--- src/mwpd_pkg.sv ---
package mwpd_pkg;

	localparam int WHEELS  = 4;
	localparam int VEL_W   = 16;
	localparam int GAIN_W  = 10;
	localparam int ROT_W   = 16;
	localparam int LIMIT_W = 13;
	localparam int CFG_W   = 16;
	localparam int DRIVE_W = 14;

	localparam int PROD_W   = VEL_W + ROT_W + 1;
	localparam int ROT_T_W  = VEL_W + 1;
	localparam int TARGET_W = VEL_W + 3;
	localparam int ERR_W    = TARGET_W + 1;
	localparam int DELTA_W  = ERR_W + 1;
	localparam int PTERM_W  = DELTA_W + GAIN_W + 1;
	localparam int ITERM_W  = ERR_W + GAIN_W + 1;
	localparam int SUM_W    = PTERM_W + 1;

	localparam logic signed [DRIVE_W-1:0] ACCUM_LIMIT = 14'sd7200;

	localparam logic [GAIN_W-1:0]  PROP_GAIN_RST  = 10'd10;
	localparam logic [GAIN_W-1:0]  INTEG_GAIN_RST = 10'd10;
	localparam logic [ROT_W-1:0]   ROT_GAIN_RST   = 16'd40534;
	localparam logic [LIMIT_W-1:0] OUT_LIMIT_RST  = 13'd6900;

	typedef enum logic [1:0] {
		REG_PROP_GAIN  = 2'd0,
		REG_INTEG_GAIN = 2'd1,
		REG_ROT_GAIN   = 2'd2,
		REG_OUT_LIMIT  = 2'd3
	} cfg_reg_t;

	typedef logic signed [TARGET_W-1:0] target_t;
	typedef logic signed [DRIVE_W-1:0]  accum_t;

	// Stage strobes shared by the lanes and the front end.
	typedef struct packed {
		logic load_s1;
		logic load_s2;
		logic load_s3;
		logic commit;
	} lane_ctrl_t;

endpackage

--- src/mwpd_merge.sv ---
module mwpd_merge (
	input  logic                                clk,
	input  logic                                arst_n,
	input  logic                                commit,
	input  logic                                out_stall,
	input  logic [mwpd_pkg::LIMIT_W-1:0]        output_limit,
	input  mwpd_pkg::accum_t                    accum [mwpd_pkg::WHEELS],
	output logic                                out_valid,
	output mwpd_pkg::accum_t                    drive [mwpd_pkg::WHEELS]
);
	import mwpd_pkg::*;

	accum_t lim;
	accum_t clipped [WHEELS];
	logic   out_valid_q;
	accum_t drive_q [WHEELS];

	assign lim = DRIVE_W'(output_limit);

	always_comb begin
		for (int i = 0; i < WHEELS; i++) begin
			priority if (accum[i] > lim) begin
				clipped[i] = lim;
			end else if (accum[i] < -lim) begin
				clipped[i] = -lim;
			end else begin
				clipped[i] = accum[i];
			end
		end
	end

	always_ff @(posedge clk or negedge arst_n) begin
		if (!arst_n) begin
			out_valid_q <= 1'b0;
		end else if (commit) begin
			out_valid_q <= 1'b1;
		end else if (!out_stall) begin
			out_valid_q <= 1'b0;
		end
	end

	always_ff @(posedge clk) begin
		if (commit) begin
			drive_q <= clipped;
		end
	end

	assign out_valid = out_valid_q;
	assign drive     = drive_q;

endmodule

--- config.mk ---
export PLATFORM = sky130hd
export DESIGN_NAME = mwpd_merge
export DESIGN_NICKNAME = d
export VERILOG_FILES = /design/src/mwpd_pkg.sv /design/src/mwpd_merge.sv
export SDC_FILE = /design/constraint.sdc
export NUM_CORES = 1
export LEC_CHECK = 0
export BUFFER_PORTS_ARGS = -buffer_cell sky130_fd_sc_hd__buf_2
export CORE_UTILIZATION = 55
export DETAILED_ROUTE_END_ITERATION = 7
export MAX_ROUTING_LAYER = met4
export PLACE_DENSITY = 0.81
export SLEW_MARGIN = 10
export SYNTH_ARGS = -nofsm -noshare
export SYNTH_HDL_FRONTEND = slang
export SYNTH_SLANG_ARGS = --single-unit
--- constraint.sdc ---
create_clock -name clk -period 0.8 [get_ports clk]
set_input_delay 0.24 -clock clk [delete_from_list [all_inputs] [get_ports clk]]
set_output_delay 0.24 -clock clk [all_outputs]
set_load 0.005 [all_outputs]
==> results.cfg <==
[route]
wl_per_cell_um = 31.4
via_per_inst = 7.58
drc_errors = 128
dr.pass1.iters = 8
drtAntennaViolNets = 0
first_iter_violations = 1895
vias = 8469
wl_um = 35100

[pwr]
p_clk_share_pct = 20.6
power_frac_comb_pct = 49.0
ir_drop_mv = 1.22
power.switching_uw = 4990
switching_share_pct = 39.0
seq_power_share_pct = 30.5
power.internal_uw = 7790
power_density_nw_per_um2 = 1290
p_leak_uw = 0.00440

[logic_synthesis]
synth_cell_types = 69
syn_inst = 630
synthFlopType = edfxtp_1
ys_async_sr_fraction_pct = 1.75
synth_area_sq_um = 5990
syn_nets = 785
ys_seq_elements = 57
ys_seq_area_share_pct = 28.5
synth_edf_count = 56
yosys_warnings = 0
avgSynthCellArea_sq_um = 9.51

[worst_setup_path]
crit_chain = buf_8, clkinvlp_4, ha_4, inv_1, ha_1, nor2b_1, o2111ai_4, a31oi_4, nor4b_2, o41ai_1, buf_4, nand4_1, a32o_2, clkbuf_16, a21oi_4, a2bb2oi_2
critPathKind = in -> reg
rrSetupSlack_ps = -50
critPathLaunchType = primary input
critical_path_peak_fanout = 7
reg2reg_to = out_valid$_DFFE_PN0P_
reg2regPathDepth = 3
arrival_ps = 3940
max_stage_delay_ps = 510
cp_slowest_cell = nor2b_1
required_ps = 1010
critPathCaptureType = register
reg2reg_from = out_valid$_DFFE_PN0P_

[status]
violations = design-rule violations, negative setup slack
run_status = complete, but fails checks

[global_route]
grt_pass1_vias = 7423
grt_max_degree = 29
overflow = 0
track_usage_pct = 47.6
grt_pass1_wl_um = 39100
antenna_found_initial = 3

[timing]
slew_viol_final = 0
relSlewSlack_pct = 59.4
post-route-period-util_pct = 466
finalHoldViolations = 0
rsz0062_at_grt = true
worst_pin_slew_ps = 607
setup_viol = 114
worst_slack_ps = -2920
skew_ps = 0
min_period_ps = 3720
fmax_mhz = 268
setup_tns_ps = -166130

[floorplan]
initial_core_util_pct = 57.2
die_h_um = 106
coreArea_sq_um = 10500
num_rows = 37
pin_count = 130
die-area_sq_um = 11300
die_w_um = 106

[run]
maxCapViolCount = 0

[worst_hold_path]
hp-class = in -> reg
holdCritStartpoint = out_stall
worstHoldPathCells = 2
whs_endpoint = out_valid$_DFFE_PN0P_

[cells_and_area]
layout_commonest_cell = buf_4
nNetsFinal = 1128
drive_gt1_share_pct = 54.6
final_core_utilization_pct = 94.5
area_delta_synth_final_pct = 65.1
final_cell_mix = buf_4, buf_2, ha_1

[cts]
cts_root_buf = clkbuf_8
cts_sinks = 57
cts_tree = done
cts_buffers = 9
htreeDepth = 3
cts_buffer_depth = 2
path_clk_slew_ps = 70
insertion_delay_ps = 390

[placed_design]
globalplace.congestion = 1.04
numPortBuffers = 129
hpwlAfterDp_um = 17900
==> layout make-up <==
cell class                 instances  area (sq um)
timing repair buffer             370          2800
inverter                          27           110
multi-input combinational        508          4930
sequential                        57          1710
antenna                            3          7.51
fill                             301           578
clock inverter                     1          5.00
clock buffer                      15           156
tap                              136           170
==> critical path: cells and delay by family <==
| family | cells | cell delay (ps) |
|---|---|---|
| fa+ha+maj | 2 | 600 |
| compound gates | 6 | 1670 |
| buf+inv | 5 | 690 |
| simple gates | 3 | 720 |
==> Yosys cell counts (3+ instances only) <==
master | number | area (sq um)
ha_1 | 82 | 1030
a21oi_1 | 56 | 280
edfxtp_1 | 56 | 1680
nand2_1 | 46 | 173
mux2i_1 | 41 | 410
o21ai_0 | 32 | 160
inv_1 | 27 | 101
nor2_1 | 26 | 97.6
a2bb2oi_1 | 19 | 166
nand3_1 | 19 | 95.1
clkbuf_1 | 18 | 67.6
nor2b_1 | 15 | 93.8
a22oi_1 | 12 | 90.1
nand4_1 | 12 | 75.1
o31ai_1 | 12 | 90.1
xnor2_1 | 11 | 96.3
buf_6 | 8 | 90.1
o21a_1 | 8 | 60.1
a31oi_1 | 7 | 43.8
and3_1 | 7 | 43.8
a21o_1 | 6 | 45.0
nor3_1 | 6 | 30.0
nor4_1 | 6 | 37.5
a211oi_1 | 5 | 37.5
and2_1 | 5 | 31.3
buf_2 | 5 | 25.0
o2111ai_1 | 5 | 43.8
o21ai_1 | 5 | 25.0
o221ai_1 | 5 | 43.8
a2bb2oi_2 | 3 | 45.0
a41oi_1 | 3 | 26.3
buf_4 | 3 | 22.5
nand2b_1 | 3 | 18.8
o211ai_1 | 3 | 22.5
o41ai_1 | 3 | 26.3
xor2_1 | 3 | 26.3
==> timing repair <==
action | 4_1_cts | 5_1_grt
cloned | 6 | 5
endpoints found under the setup margin | 113 | 113
hold buffers | 1 | 0
buffers inserted | 17 | 8
gates resized for setup | 76 | 112
endpoints found under the hold margin | 1 | 0
pin swaps | 26 | 51
==> power groups by stage <==
stage,Sequential [uW],Clock (uW),Combinational (uW)
after floorplan,3940,0,2160
after global placement,3880,0,4170
after detailed placement,3900,0,4320
after CTS,3840,2440,4880
after global routing,3900,2670,6420
final,3890,2630,6260
==> cell families (layout without fill, tap and decap cells) <==
logic type / Yosys count / after routing / synth area share, %
AOI/OAI and AO/OA: 205 / 205 / 24.1
and+or+nand+nor: 162 / 162 / 14.4
adders and majority gates: 84 / 84 / 17.5
buffers and inverters: 65 / 413 / 5.85
DFF: 57 / 57 / 28.5
muxes: 41 / 41 / 6.85
xor gates and xnor gates: 16 / 16 / 2.80
other: 0 / 3 / 0
==> worst max-delay path by stage <==
| stage | startpoint | endpoint | slack, ps |
|---|---|---|---|
| 2_1_floorplan | output_limit[3] | drive[39]$_DFFE_PP_ | -2420 |
| 3_3_place_gp | output_limit[2] | drive[51]$_DFFE_PP_ | -2690 |
| 3_5_place_dp | output_limit[2] | drive[51]$_DFFE_PP_ | -2830 |
| 4_1_cts | output_limit[1] | drive[51]$_DFFE_PP_ | -2370 |
| 5_1_grt | output_limit[4] | drive[53]$_DFFE_PP_ | -2970 |
| 6_report | output_limit[1] | drive[5]$_DFFE_PP_ | -2920 |
==> sequential cells by signal, summed over array words and instances (netlist names) <==
register,cells
drive,56
out_valid,1
==> per-stage QoR <==
| stage | cell area [sq um] | std cells | total power, uW | setup WS [ps] | hold slack, ps |
|---|---|---|---|---|---|
| after floorplan | 6190 | 630 | 6110 | -2420 | -55.6 |
| after global placement | 8400 | 1065 | 8050 | -2690 | 14.8 |
| after detailed placement | 8400 | 1065 | 8220 | -2830 | 15.4 |
| after CTS | 9200 | 1105 | 11200 | -2370 | 87.9 |
| after global routing | 9880 | 1117 | 13000 | -2970 | 68.3 |
| final | 9880 | 1117 | 12800 | -2920 | 54.9 |
==> per-layer routing <==
metal | track usage, % | share of wire, % | vias to the layer above
li1 | - | - | 3163
met2 | 74.9 | 40 | 1116
met1 | 56.8 | 31 | 3741
met3 | 9.93 | 17 | 449
met5 | - | 0 | -
met4 | 26.9 | 12 | 0
(Power assumes the default switching activity.)
