### config.mk
export PLATFORM = sky130hd
export DESIGN_NAME = mwpd_lane
export DESIGN_NICKNAME = d
export VERILOG_FILES = /design/src/mwpd_pkg.sv /design/src/mwpd_lane.sv
export SDC_FILE = /design/constraint.sdc
export NUM_CORES = 1
export LEC_CHECK = 0
export BUFFER_PORTS_ARGS = -buffer_cell sky130_fd_sc_hd__buf_2
export CAP_MARGIN = 25
export CORE_MARGIN = 5
export CORE_UTILIZATION = 30
export DETAILED_ROUTE_END_ITERATION = 8
export MAX_ROUTING_LAYER = met4
export PLACE_DENSITY = 0.44
export SETUP_SLACK_MARGIN = 0.02
export SLEW_MARGIN = 5
export SYNTH_ARGS = -nofsm -noshare
export SYNTH_HDL_FRONTEND = slang
export SYNTH_SLANG_ARGS = --single-unit
### constraint.sdc
create_clock -name clk -period 5.8 [get_ports clk]
set_input_delay 1.45 -clock clk [delete_from_list [all_inputs] [get_ports clk]]
set_output_delay 1.45 -clock clk [all_outputs]
set_load 0.005 [all_outputs]
### src/mwpd_pkg.sv
package mwpd_pkg;

	localparam int WHEELS  = 4;
	localparam int VEL_W   = 16;
	localparam int GAIN_W  = 10;
	localparam int ROT_W   = 16;
	localparam int LIMIT_W = 13;
	localparam int CFG_W   = 16;
	localparam int DRIVE_W = 14;

	localparam int PROD_W   = VEL_W + ROT_W + 1;
	localparam int ROT_T_W  = VEL_W + 1;
	localparam int TARGET_W = VEL_W + 3;
	localparam int ERR_W    = TARGET_W + 1;
	localparam int DELTA_W  = ERR_W + 1;
	localparam int PTERM_W  = DELTA_W + GAIN_W + 1;
	localparam int ITERM_W  = ERR_W + GAIN_W + 1;
	localparam int SUM_W    = PTERM_W + 1;

	localparam logic signed [DRIVE_W-1:0] ACCUM_LIMIT = 14'sd7200;

	localparam logic [GAIN_W-1:0]  PROP_GAIN_RST  = 10'd10;
	localparam logic [GAIN_W-1:0]  INTEG_GAIN_RST = 10'd10;
	localparam logic [ROT_W-1:0]   ROT_GAIN_RST   = 16'd40534;
	localparam logic [LIMIT_W-1:0] OUT_LIMIT_RST  = 13'd6900;

	typedef enum logic [1:0] {
		REG_PROP_GAIN  = 2'd0,
		REG_INTEG_GAIN = 2'd1,
		REG_ROT_GAIN   = 2'd2,
		REG_OUT_LIMIT  = 2'd3
	} cfg_reg_t;

	typedef logic signed [TARGET_W-1:0] target_t;
	typedef logic signed [DRIVE_W-1:0]  accum_t;

	// Stage strobes shared by the lanes and the front end.
	typedef struct packed {
		logic load_s1;
		logic load_s2;
		logic load_s3;
		logic commit;
	} lane_ctrl_t;

endpackage

### src/mwpd_lane.sv
module mwpd_lane (
	input  logic                                clk,
	input  logic                                arst_n,
	input  mwpd_pkg::lane_ctrl_t                ctrl,
	input  logic        [mwpd_pkg::GAIN_W-1:0]  prop_gain,
	input  logic        [mwpd_pkg::GAIN_W-1:0]  integ_gain,
	input  logic signed [mwpd_pkg::VEL_W-1:0]   enc,
	input  mwpd_pkg::target_t                   target,
	output mwpd_pkg::accum_t                    accum_next
);
	import mwpd_pkg::*;

	logic signed [VEL_W-1:0]   enc_s1;
	logic signed [ERR_W-1:0]   err_s2;
	logic signed [DELTA_W-1:0] delta_s2;
	logic signed [PTERM_W-1:0] pterm_s3;
	logic signed [ITERM_W-1:0] iterm_s3;
	logic signed [ERR_W-1:0]   err_now;
	logic signed [SUM_W-1:0]   sum;
	accum_t                    accum_q;
	logic signed [ERR_W-1:0]   prev_err_q;

	assign err_now = ERR_W'(enc_s1) - ERR_W'(target);

	always_ff @(posedge clk) begin
		if (ctrl.load_s1) begin
			enc_s1 <= enc;
		end
		if (ctrl.load_s2) begin
			err_s2   <= err_now;
			delta_s2 <= DELTA_W'(err_now) - DELTA_W'(prev_err_q);
		end
		if (ctrl.load_s3) begin
			pterm_s3 <= PTERM_W'($signed({1'b0, prop_gain})) * PTERM_W'(delta_s2);
			iterm_s3 <= ITERM_W'($signed({1'b0, integ_gain})) * ITERM_W'(err_s2);
		end
	end

	always_comb begin
		sum = SUM_W'(accum_q) + SUM_W'(pterm_s3) + SUM_W'(iterm_s3);
		priority if (sum > SUM_W'(ACCUM_LIMIT)) begin
			accum_next = ACCUM_LIMIT;
		end else if (sum < -SUM_W'(ACCUM_LIMIT)) begin
			accum_next = -ACCUM_LIMIT;
		end else begin
			accum_next = sum[DRIVE_W-1:0];
		end
	end

	always_ff @(posedge clk or negedge arst_n) begin
		if (!arst_n) begin
			accum_q    <= '0;
			prev_err_q <= '0;
		end else if (ctrl.commit) begin
			accum_q    <= accum_next;
			prev_err_q <= err_s2;
		end
	end

endmodule

==> flow_summary_export.csv <==
group,metric,value,unit
logic_synthesis,synth.area.top_cells,"fa_1, edfxtp_1, ha_1",
sta,max_freq,0.156,GHz
clock_tree,cts_root_buffer,"clkbuf_16",
setup_path,arrival,4.95,ns
layout,fillers,8272,
sta,rsz0062_at_grt,"yes",
job,cap_violations,0,
die,die_h,297,µm
die,start_util,0.302,
clock_tree,cts_max_level,4,
sta,period_share,1.10,
logic_synthesis,seq_area_frac_synth,0.181,
clock_tree,clock_sinks,154,
setup_path,required,4.35,ns
sta,postLayoutSetupSlackWorst,-0.603,ns
global_routing,grt_pass1_vias,20900,
logic_synthesis,yosysTopAreaCell,"fa_1",
logic_synthesis,yosys_warnings,0,
sta,final-setup-viol-count,39,
logic_synthesis,synth_nets,3308,
sta,slew_headroom,0.297,
layout,final_cell_count_no_fill,4184,
global_routing,grt_pass1_wl,108000,µm
die,die_area,88000,µm²
die,die_w,297,µm
global_routing,antenna_found_initial,2,
sta,tightestPinTransition,1.05,ns
sta,slew_viol_final,0,
clock_tree,numCtsBuffers,17,
setup_path,setup.worst_path.start_class,"flop",
die,row_count,105,
logic_synthesis,synth.avg_cell_area,9.34,µm²
drt,wl_per_cell,15.6,µm
layout,antenna_cells,0,
placement,post-dp-hpwl,55500,µm
drt,vias,18800,
placement,io_buffers,74,
clock_tree,cts_tree,"done",
drt,drtAntennaViolNets,0,
drt,drt_drc_violations_left,0,
sta,hold_viol_final,0,
logic_synthesis,synth_seq_cells,154,
layout,area_growth,29.4,%
sta,clock_skew,0.0175,ns
logic_synthesis,ys_async_sr_fraction,0.221,
logic_synthesis,yosys.area.top_type_share,0.322,
clock_tree,cts.path.max_buffers,2,
sta,fin_crit,6.40,ns
die,fp.coreArea,81700,µm²
outcome,violations,"setup timing",
global_routing,grt_start_max_net_pins,56,
global_routing,grt.overflow.total,0,
hold_path,hp-class,"flop to flop",
setup_path,worstSetupPathType,"flop to primary output",
die,io_pins,75,
setup_path,crit_path_end_kind,"primary output",
drt,avgViaCountPerCell,4.49,
placement,dpl.cell_count,4091,
global_routing,track_usage,0.159,
logic_synthesis,synth_most_common_cell,"inv_1",
outcome,status,"finished, violations left",
clock_tree,path_clk_slew,0.06,ns
placement,globalplace.congestion,0.838,
logic_synthesis,ys.flop_type,"edfxtp_1",
logic_synthesis,synth_cells,2640,
drt,routed_wl,65100,µm
logic_synthesis,yosys-top-cells-count,"inv_1, fa_1, nand2_1",
logic_synthesis,synth.distinct_cells,90,
layout,drive_above_1_share,0.273,
clock_tree,clk-insertion-delay-late,0.48,ns
logic_synthesis,synth-edff-count,120,
logic_synthesis,synth_area,24600,µm²
drt,drt-pass1-iter-count,7,
layout,nets,3769,
setup_path,crit_path_max_fanout,7,
drt,drt-initial-drc-count,693,
-- cell usage in the layout (no fill, tap or decap), types with 10 or more instances in the layout --
cell	netlist	layout
nand3_1	28	26
o21a_1	15	15
o21ai_0	83	60
edfxtp_1	120	120
and2_1	199	191
ha_4	0	23
buf_4	0	422
or3_1	14	12
o21bai_1	15	15
o21ai_1	1	14
a21oi_1	103	79
xor2_1	20	19
nand2_2	0	23
fa_2	0	25
buf_12	0	22
inv_1	558	529
a21oi_2	1	21
ha_1	210	180
clkbuf_16	0	17
buf_2	2	60
nor3_1	22	20
nor2_1	91	80
nand2_1	303	272
xnor2_1	89	77
fa_1	397	372
dfrtp_1	34	33
nand2b_1	11	10
a21o_1	32	32
inv_2	0	28
nor2b_1	30	26
buf_6	3	26
-- cell families (layout without fill, tap and decap cells) --
logic type / Yosys count / count (layout) / synth area share
buffers and inverters: 658 / 1132 / 0.102
AND/OR/NAND/NOR: 751 / 751 / 0.152
multiplexers: 12 / 12 / 0.00604
AO/OA/AOI/OAI: 349 / 349 / 0.0920
flip-flops: 154 / 154 / 0.181
adder cells (fa/ha/maj): 607 / 607 / 0.429
XOR/XNOR: 109 / 109 / 0.0387
-- routing by layer --
layer	wire, µm	vias up	part of all wire	track usage
met5	0	-	0	-
met4	2100	0	0.032	0.0535
met3	1760	74	0.027	0.0199
met2	30800	223	0.47	0.261
met1	30400	9309	0.47	0.205
li1	-	9185	-	-
-- sequential cells by signal, summed over array words and instances (netlist names) --
| name | cells |
|---|---|
| err_s2 | 20 |
| iterm_s3 | 31 |
| enc_s1 | 16 |
| delta_s2 | 21 |
| accum_q | 14 |
| pterm_s3 | 32 |
| prev_err_q | 20 |
-- cell type report --
cell class | count | area [µm²] | area share
flip-flops and latches | 154 | 4460 | 0.140
clock buffers | 19 | 453 | 0.0142
clock inverters | 13 | 201 | 0.00631
multi-input cells | 1828 | 19000 | 0.594
well taps | 1070 | 1340 | 0.0420
repair buffers | 541 | 4400 | 0.138
inverters | 559 | 2100 | 0.0659
-- metrics by stage --
step                setup WS [ns]  hold slack (ns)  utilization  cell area [µm²]  setup TNS, ns
finish                     -0.603            0.534        0.390            31900         -15.42
CTS                        -0.770            0.536        0.382            31200         -16.37
detailed placement          -1.28            0.521        0.360            29400         -34.56
global route               -0.844            0.557        0.390            31900         -22.53
floorplan                  -0.726            0.450            -            25100          -9.32
global placement            -1.15            0.508        0.360            29400         -32.34
-- worst paths after layout --
kind	end	slack [ns]	cells after the start	startpoint
max	accum_next[4]	-0.60	17	iterm_s3[1]
min	accum_q[9]	0.53	1	accum_q[9]
max reg2reg	pterm_s3[25]	-0.03	21	delta_s2[9]
min reg2reg	accum_q[9]	0.53	1	accum_q[9]
max in group asynchronous	prev_err_q[14]	4.42	2	arst_n
min in group asynchronous	accum_q[11]	0.89	1	arst_n
-- critical path, stage by stage, from the launching register on --
cell and delay, ns:
edfxtp_1 0.44, fa_1 0.52, ha_2 0.19, inv_2 0.04, fa_2 0.33, and2b_2 0.24
o211a_4 0.20, o21bai_4 0.08, a21oi_4 0.25, o31ai_4 0.08, xnor2_1 0.14, or3_1 0.36
or4_4 0.51, nor4b_4 0.27, nand4_4 0.24, mux2i_4 0.31, and2_1 0.17, buf_2 0.11
-- repair_timing --
item / CTS / global route
gates resized for setup: 177 / 130
hold buffers: 0 / 0
setup buffers: 53 / 31
pin swaps: 128 / 148
endpoints found under the setup margin: 41 / 47
gates cloned: 3 / 0
Power is not shown: default switching activity piles up to over one toggle a cycle in this logic, so the estimate is an artifact.
