===== src/mwpd_pkg.sv =====
package mwpd_pkg;

	localparam int WHEELS  = 4;
	localparam int VEL_W   = 16;
	localparam int GAIN_W  = 10;
	localparam int ROT_W   = 16;
	localparam int LIMIT_W = 13;
	localparam int CFG_W   = 16;
	localparam int DRIVE_W = 14;

	localparam int PROD_W   = VEL_W + ROT_W + 1;
	localparam int ROT_T_W  = VEL_W + 1;
	localparam int TARGET_W = VEL_W + 3;
	localparam int ERR_W    = TARGET_W + 1;
	localparam int DELTA_W  = ERR_W + 1;
	localparam int PTERM_W  = DELTA_W + GAIN_W + 1;
	localparam int ITERM_W  = ERR_W + GAIN_W + 1;
	localparam int SUM_W    = PTERM_W + 1;

	localparam logic signed [DRIVE_W-1:0] ACCUM_LIMIT = 14'sd7200;

	localparam logic [GAIN_W-1:0]  PROP_GAIN_RST  = 10'd10;
	localparam logic [GAIN_W-1:0]  INTEG_GAIN_RST = 10'd10;
	localparam logic [ROT_W-1:0]   ROT_GAIN_RST   = 16'd40534;
	localparam logic [LIMIT_W-1:0] OUT_LIMIT_RST  = 13'd6900;

	typedef enum logic [1:0] {
		REG_PROP_GAIN  = 2'd0,
		REG_INTEG_GAIN = 2'd1,
		REG_ROT_GAIN   = 2'd2,
		REG_OUT_LIMIT  = 2'd3
	} cfg_reg_t;

	typedef logic signed [TARGET_W-1:0] target_t;
	typedef logic signed [DRIVE_W-1:0]  accum_t;

	// Stage strobes shared by the lanes and the front end.
	typedef struct packed {
		logic load_s1;
		logic load_s2;
		logic load_s3;
		logic commit;
	} lane_ctrl_t;

endpackage


===== src/mwpd_kinematics.sv =====
module mwpd_kinematics (
	input  logic                               clk,
	input  mwpd_pkg::lane_ctrl_t               ctrl,
	input  logic signed [mwpd_pkg::VEL_W-1:0]  vel_x,
	input  logic signed [mwpd_pkg::VEL_W-1:0]  vel_y,
	input  logic signed [mwpd_pkg::VEL_W-1:0]  vel_rot,
	input  logic        [mwpd_pkg::ROT_W-1:0]  rotation_gain,
	output mwpd_pkg::target_t                  target [mwpd_pkg::WHEELS]
);
	import mwpd_pkg::*;

	logic signed [VEL_W-1:0]   x_s1;
	logic signed [VEL_W-1:0]   y_s1;
	logic signed [PROD_W-1:0]  prod_s1;
	logic signed [PROD_W-1:0]  prod_adj;
	logic signed [ROT_T_W-1:0] rot_t;
	target_t                   x_e;
	target_t                   y_e;
	target_t                   r_e;

	always_ff @(posedge clk) begin
		if (ctrl.load_s1) begin
			x_s1    <= vel_x;
			y_s1    <= vel_y;
			prod_s1 <= PROD_W'(vel_rot) * PROD_W'($signed({1'b0, rotation_gain}));
		end
	end

	// truncate toward zero: bias negatives before the shift
	always_comb begin
		prod_adj = prod_s1 + (prod_s1[PROD_W-1] ?
			PROD_W'(signed'(17'sh0FFFF)) : PROD_W'(0));
		rot_t = prod_adj[PROD_W-1:ROT_W];
		x_e   = TARGET_W'(x_s1);
		y_e   = TARGET_W'(y_s1);
		r_e   = TARGET_W'(rot_t);
	end

	assign target[0] = -x_e + y_e + r_e;
	assign target[1] =  x_e + y_e - r_e;
	assign target[2] = -x_e + y_e - r_e;
	assign target[3] =  x_e + y_e + r_e;

endmodule


===== config.mk =====
export PLATFORM = sky130hd
export DESIGN_NAME = mwpd_kinematics
export DESIGN_NICKNAME = d
export VERILOG_FILES = /design/src/mwpd_pkg.sv /design/src/mwpd_kinematics.sv
export SDC_FILE = /design/constraint.sdc
export NUM_CORES = 1
export LEC_CHECK = 0
export BUFFER_PORTS_ARGS = -buffer_cell sky130_fd_sc_hd__buf_2
export CORE_ASPECT_RATIO = 0.7
export CORE_MARGIN = 2
export CORE_UTILIZATION = 55
export DETAILED_ROUTE_END_ITERATION = 10
export PLACE_DENSITY = 0.79
export SLEW_MARGIN = 15
export SYNTH_ARGS = -nofsm -noshare
export SYNTH_HDL_FRONTEND = slang
export SYNTH_SLANG_ARGS = --single-unit
export TNS_END_PERCENT = 30

===== constraint.sdc =====
create_clock -name clk -period 19.9 [get_ports clk]
set_input_delay 1.99 -clock clk [delete_from_list [all_inputs] [get_ports clk]]
set_output_delay 1.99 -clock clk [all_outputs]
set_load 0.01 [all_outputs]

==> results.toml, run 1 <==
[clocking]
cts_resized = 0
post_cts_buffers = 0
clk_pin_slew_worst_paths_ns = 0.06
postCtsHoldBufs = 0
cts_root_buf = "clkbuf_16"
cts_htree_levels = 3
clockBufferDepth = 2
cts_tree = "yes"
numCtsBuffers = 9
clock_sinks = 65

[yosys]
postSynthAreaPerCell_um2 = 8.95
yosys-top-cells-area = "fa_1 (25%), ha_1 (19%), edfxtp_1 (12%)"
syn_nets = 2294
ys_top_cells_by_count = "inv_1 (318), ha_1 (239), fa_1 (200)"
synth-main-ff-cell = "edfxtp_1"
yosysUniqueCellTypes = 82
synth-warning-count = 0
synth_top_cell_area_share_pct = 25.0
yosysTopAreaCell = "fa_1"
synth-edff-count = 65
synth_seq_cells = 65
syn_inst = 1786
seq_area_frac_synth_pct = 12.2
synth_area_um2 = 16000
synthArstFlopShare_pct = 0
yosysMostFrequentCell = "inv_1"

[critical_path]
crit_type = "in2reg"
cp-start-kind = "input port"
crit_arrival_ns = 7.89
slowest_delay_ns = 0.59
crit_path_max_fanout = 16
end_kind = "flip-flop"
cp_num_buf_inv = 4
crit_family = "adder cells"
crit_chain = "buf_2 -> nand2_1 -> fa_1 -> fa_1 -> fa_1 -> fa_1 -> inv_1 -> fa_1 -> inv_1 -> fa_1 -> inv_1 -> ha_1 -> and3_1 -> nand3_1 -> a211oi_1 -> nor2_1 -> a211oi_2 -> and4_4 -> nor2_1 -> o211a_1"
worstPathRequired_ns = 19.99
crit_slowest_cell = "fa_1"
path_common_cell = "fa_1"

[timing]
fin_ws_ns = 12.09
setup_viol = 0
rsz0062_at_grt = "no"
fmax_mhz = 128
relSlewSlack_pct = 43.3
hold_ws_ns = 1.83
slew_viol_final = 0
worst_slew_pin_slew_ns = 0.847
min_period_over_period_pct = 39.2
finalHoldViolCount = 0
period_needed_ns = 7.81
tns_ns = 0

[grt]
global_route.peak_usage_layer = "met2"
grt_antenna_before_repair = 0
use_met3_pct = 3.91
grt_pass1_wl_um = 60600
met1_usage_pct = 36.2
grt_max_degree = 66
grt_pass1_vias = 12200
gr-total-overflow = 0
grt_usage_pct = 24.2
grt_util_met2_pct = 37.7

[routing]
ant_nets = 0
vias = 12300
post_drt_wl_per_cell_um = 16.1
wl_um = 36400
vias_per_cell = 5.43
first_pass_iters = 5
drc = 0
drt-initial-drc-count = 1026

[cells_and_area]
drive_gt1_share_pct = 10.2
fin_nets = 2381
antennaDiodeCount = 0
nFillCells = 2449
syn_to_final_growth_pct = 7.67

[min_path]
hold_start = "vel_y[15]"
hp-class = "in2reg"
whs_path_depth = 1
min_to = "y_s1[15]$_DFFE_PP_"

[status]
status = "completed"

[floorplanning]
fp.dieH_um = 147
coreArea_um2 = 28800
io_pins = 145
dieWidth_um = 208
die_area_um2 = 30500
num_rows = 52
start_util_pct = 55.6

[placed_design]
portBuffers = 141
pre_cts_ws_ns = 11.75
gp_congestion = 0.905
hpwl_um = 30700

[flow_run]
max_cap_viol_count = 0
==> final cells by class <==
| cell class | instances | area (µm²) | area share (%) |
|---|---|---|---|
| clock buffer | 9 | 225 | 1.31 |
| clock inverter | 7 | 92.6 | 0.538 |
| inverter | 320 | 1200 | 6.98 |
| multi-input combinational | 1335 | 12600 | 72.9 |
| sequential | 65 | 1950 | 11.3 |
| tap | 378 | 473 | 2.75 |
| timing repair buffer | 142 | 713 | 4.14 |
==> worst max-delay path by stage <==
stage                     startpoint                     to  slack, ns  depth (start not counted)
2_1_floorplan      rotation_gain[12]  prod_s1[32]$_DFFE_PP_      12.28                         20
3_3_place_gp       rotation_gain[10]  prod_s1[32]$_DFFE_PP_      11.85                         20
3_5_place_dp        rotation_gain[8]  prod_s1[32]$_DFFE_PP_      11.75                         21
4_1_cts        prod_s1[32]$_DFFE_PP_             target[55]      12.04                         19
5_1_grt        prod_s1[32]$_DFFE_PP_             target[14]      11.58                         19
6_report           rotation_gain[10]  prod_s1[32]$_DFFE_PP_      12.09                         20
==> layout by cell type, fill, tap and decap left out, types with 3 or more instances in the layout <==
master,instances
ha_1,239
a221o_1,3
inv_1,318
o21bai_1,21
nand2_1,170
a211o_1,3
fa_1,200
or3_1,6
clkbuf_16,9
a21boi_0,6
o21ai_2,4
o21ai_0,30
nand3_1,17
a21oi_1,81
nand2b_1,19
nand4_1,6
edfxtp_1,65
and2_1,122
a211oi_1,6
o21ai_1,7
nor3_1,21
o31a_1,4
buf_2,141
o31ai_1,7
o21a_1,11
a31oi_1,10
xnor2_1,94
o311ai_1,4
o41ai_1,3
nor2_1,90
xor2_1,41
and3_1,13
or2_2,3
o211ai_1,5
nor2b_1,13
a21o_1,22
==> flip-flops by register name, indices dropped and copies added (netlist names) <==
name / count
y_s1: 16
prod_s1: 33
x_s1: 16
==> stage by stage <==
step,util [%],instance area [µm²],cells
after floorplan,-,16000,1786
after global placement,58.7,16900,2240
after detailed placement,58.7,16900,2240
after CTS,59.9,17200,2256
after global routing,59.9,17200,2256
final,59.9,17200,2256
==> per-layer routing <==
layer	wire length, µm	up-vias
li1	-	5896
met3	2790	19
met5	0	-
met1	17600	5844
met2	15700	491
met4	278	0
==> cell families after synthesis <==
kind of cell	after synthesis	synth area share [%]
XOR/XNOR	137	7.67
adder cells (fa/ha/maj)	439	43.8
buffers and inverters	386	9.25
AO/OA/AOI/OAI	262	11.7
flip-flops	65	12.2
AND/OR/NAND/NOR	497	15.4
Power of run 1 is left out: the tool's default activity adds up to more than one toggle a clock period on the data nets, which glitch-free logic cannot reach.
==> run 2: changes to the inputs <==
PLACE_DENSITY = 0.82   (was 0.79)
clock period = 6.9 ns   (was 19.9 ns; I/O delays follow)
==> results.toml, run 2 (synthesis results as in run 1) <==
[placed_design]
gp_congestion = 0.901
portBuffers = 141
pre_cts_ws_ns = 0.104
hpwl_um = 30900

[routing]
ant_nets = 0
vias_per_cell = 5.50
wl_um = 36700
post_drt_wl_per_cell_um = 16.2
drc = 0
first_pass_iters = 6
vias = 12500
drt-initial-drc-count = 947

[floorplanning]
io_pins = 145
num_rows = 52
fp.dieH_um = 147
coreArea_um2 = 28800
die_area_um2 = 30500
dieWidth_um = 208
start_util_pct = 55.6

[cells_and_area]
layout.cells.most_common = "inv_1"
largest_reg_flops = 33
largestRegisters = "prod_s1 (33), x_s1 (16), y_s1 (16)"
syn_to_final_growth_pct = 8.55
final_cell_mix = "inv_1 (318), ha_1 (239), fa_1 (200), nand2_1 (170), buf_2 (141)"
drive_gt1_share_pct = 10.9
fin_nets = 2394
top_register = "prod_s1"

[clocking]
clockBufferDepth = 2
cts_root_buf = "clkbuf_16"
numCtsBuffers = 9
cts_tree = "yes"
cts_htree_levels = 3
post_cts_buffers = 0
clk_pin_slew_worst_paths_ns = 0.06
clock_sinks = 65

[critical_path]
worstPathRequired_ns = 6.98
cp-start-kind = "input port"
crit_type = "in2reg"
crit_slowest_cell = "fa_1"
crit_chain = "buf_2 -> nand2_1 -> fa_1 -> inv_1 -> fa_1 -> fa_1 -> fa_1 -> fa_1 -> inv_1 -> fa_1 -> inv_1 -> ha_1 -> a21oi_2 -> o211ai_1 -> or4_1 -> o31ai_1 -> a211oi_2 -> buf_4 -> and4_4 -> or4b_1 -> o211a_1"
crit_end = "prod_s1[32]$_DFFE_PP_"
crit_start = "rotation_gain[8]"
end_kind = "flip-flop"
path_common_cell = "fa_1"
slowest_delay_ns = 0.56
crit_arrival_ns = 6.56
cp_num_buf_inv = 5
crit_path_max_fanout = 16
crit_family = "adder cells"
worst-path-stages = 21

[grt]
grt_usage_pct = 24.2
grt_max_degree = 66
grt_pass1_wl_um = 60400
gr-total-overflow = 0
grt_antenna_before_repair = 1
grt_pass1_vias = 12400

[timing]
tns_ns = 0
fmax_mhz = 154
relSlewSlack_pct = 48.4
period_needed_ns = 6.48
fin_ws_ns = 0.423
worst_slew_pin_slew_ns = 0.773
slew_viol_final = 0
finalHoldViolCount = 0
setup_viol = 0
rsz0062_at_grt = "no"
min_period_over_period_pct = 93.9

[min_path]
hp-class = "in2reg"
whs_path_depth = 1

[flow_run]
max_cap_viol_count = 0

[status]
status = "completed"
-- run 2: changes by cell type in the layout (fill, tap and decap cells not counted), sizes merged --
cell	delta
bufinv	+1
clkinvlp	-2
buf	+13
inv	+1
diode	+1
-- run 2: final cells by class --
class                      instances  area [µm²]
antenna                            1        2.50
clock buffer                       9         225
clock inverter                     7         125
fill                            2372       11400
inverter                         320        1200
multi-input combinational       1335       12600
sequential                        65        1950
tap                              378         473
timing repair buffer             155         811
-- run 2: worst min-delay path by stage --
stage	startpoint	to	slack [ns]
global placement	vel_y[15]	y_s1[15]$_DFFE_PP_	0.87
detailed placement	vel_y[14]	y_s1[14]$_DFFE_PP_	0.87
global route	vel_y[5]	y_s1[5]$_DFFE_PP_	0.53
CTS	vel_y[14]	y_s1[14]$_DFFE_PP_	0.52
floorplan	vel_x[0]	x_s1[0]$_DFFE_PP_	0.79
finish	vel_y[10]	y_s1[10]$_DFFE_PP_	0.53
-- run 2: repair_timing --
item	CTS	global route
resized for setup	0	1
setup endpoints to repair	0	3
hold buffers	0	0
-- run 2: through the flow --
stage / hold WS, ns / cells / cell area (µm²) / utilization [%]
6_report: 0.533 / 2270 / 17400 / 60.3
5_1_grt: 0.526 / 2270 / 17400 / 60.3
4_1_cts: 0.525 / 2269 / 17300 / 60.3
3_5_place_dp: 0.868 / 2253 / 17000 / 59.1
3_3_place_gp: 0.867 / 2253 / 17000 / 59.1
2_1_floorplan: 0.789 / 1786 / 16000 / -
-- run 2: routing by layer --
layer	share of wire, %	GRT usage (%)	up-vias
met5	0	0	-
met4	1.2	4.61	0
met3	9.6	4.58	43
met2	43	37.7	592
met1	46	35.3	5932
li1	-	-	5919
Power of run 2 is left out for the same reason.
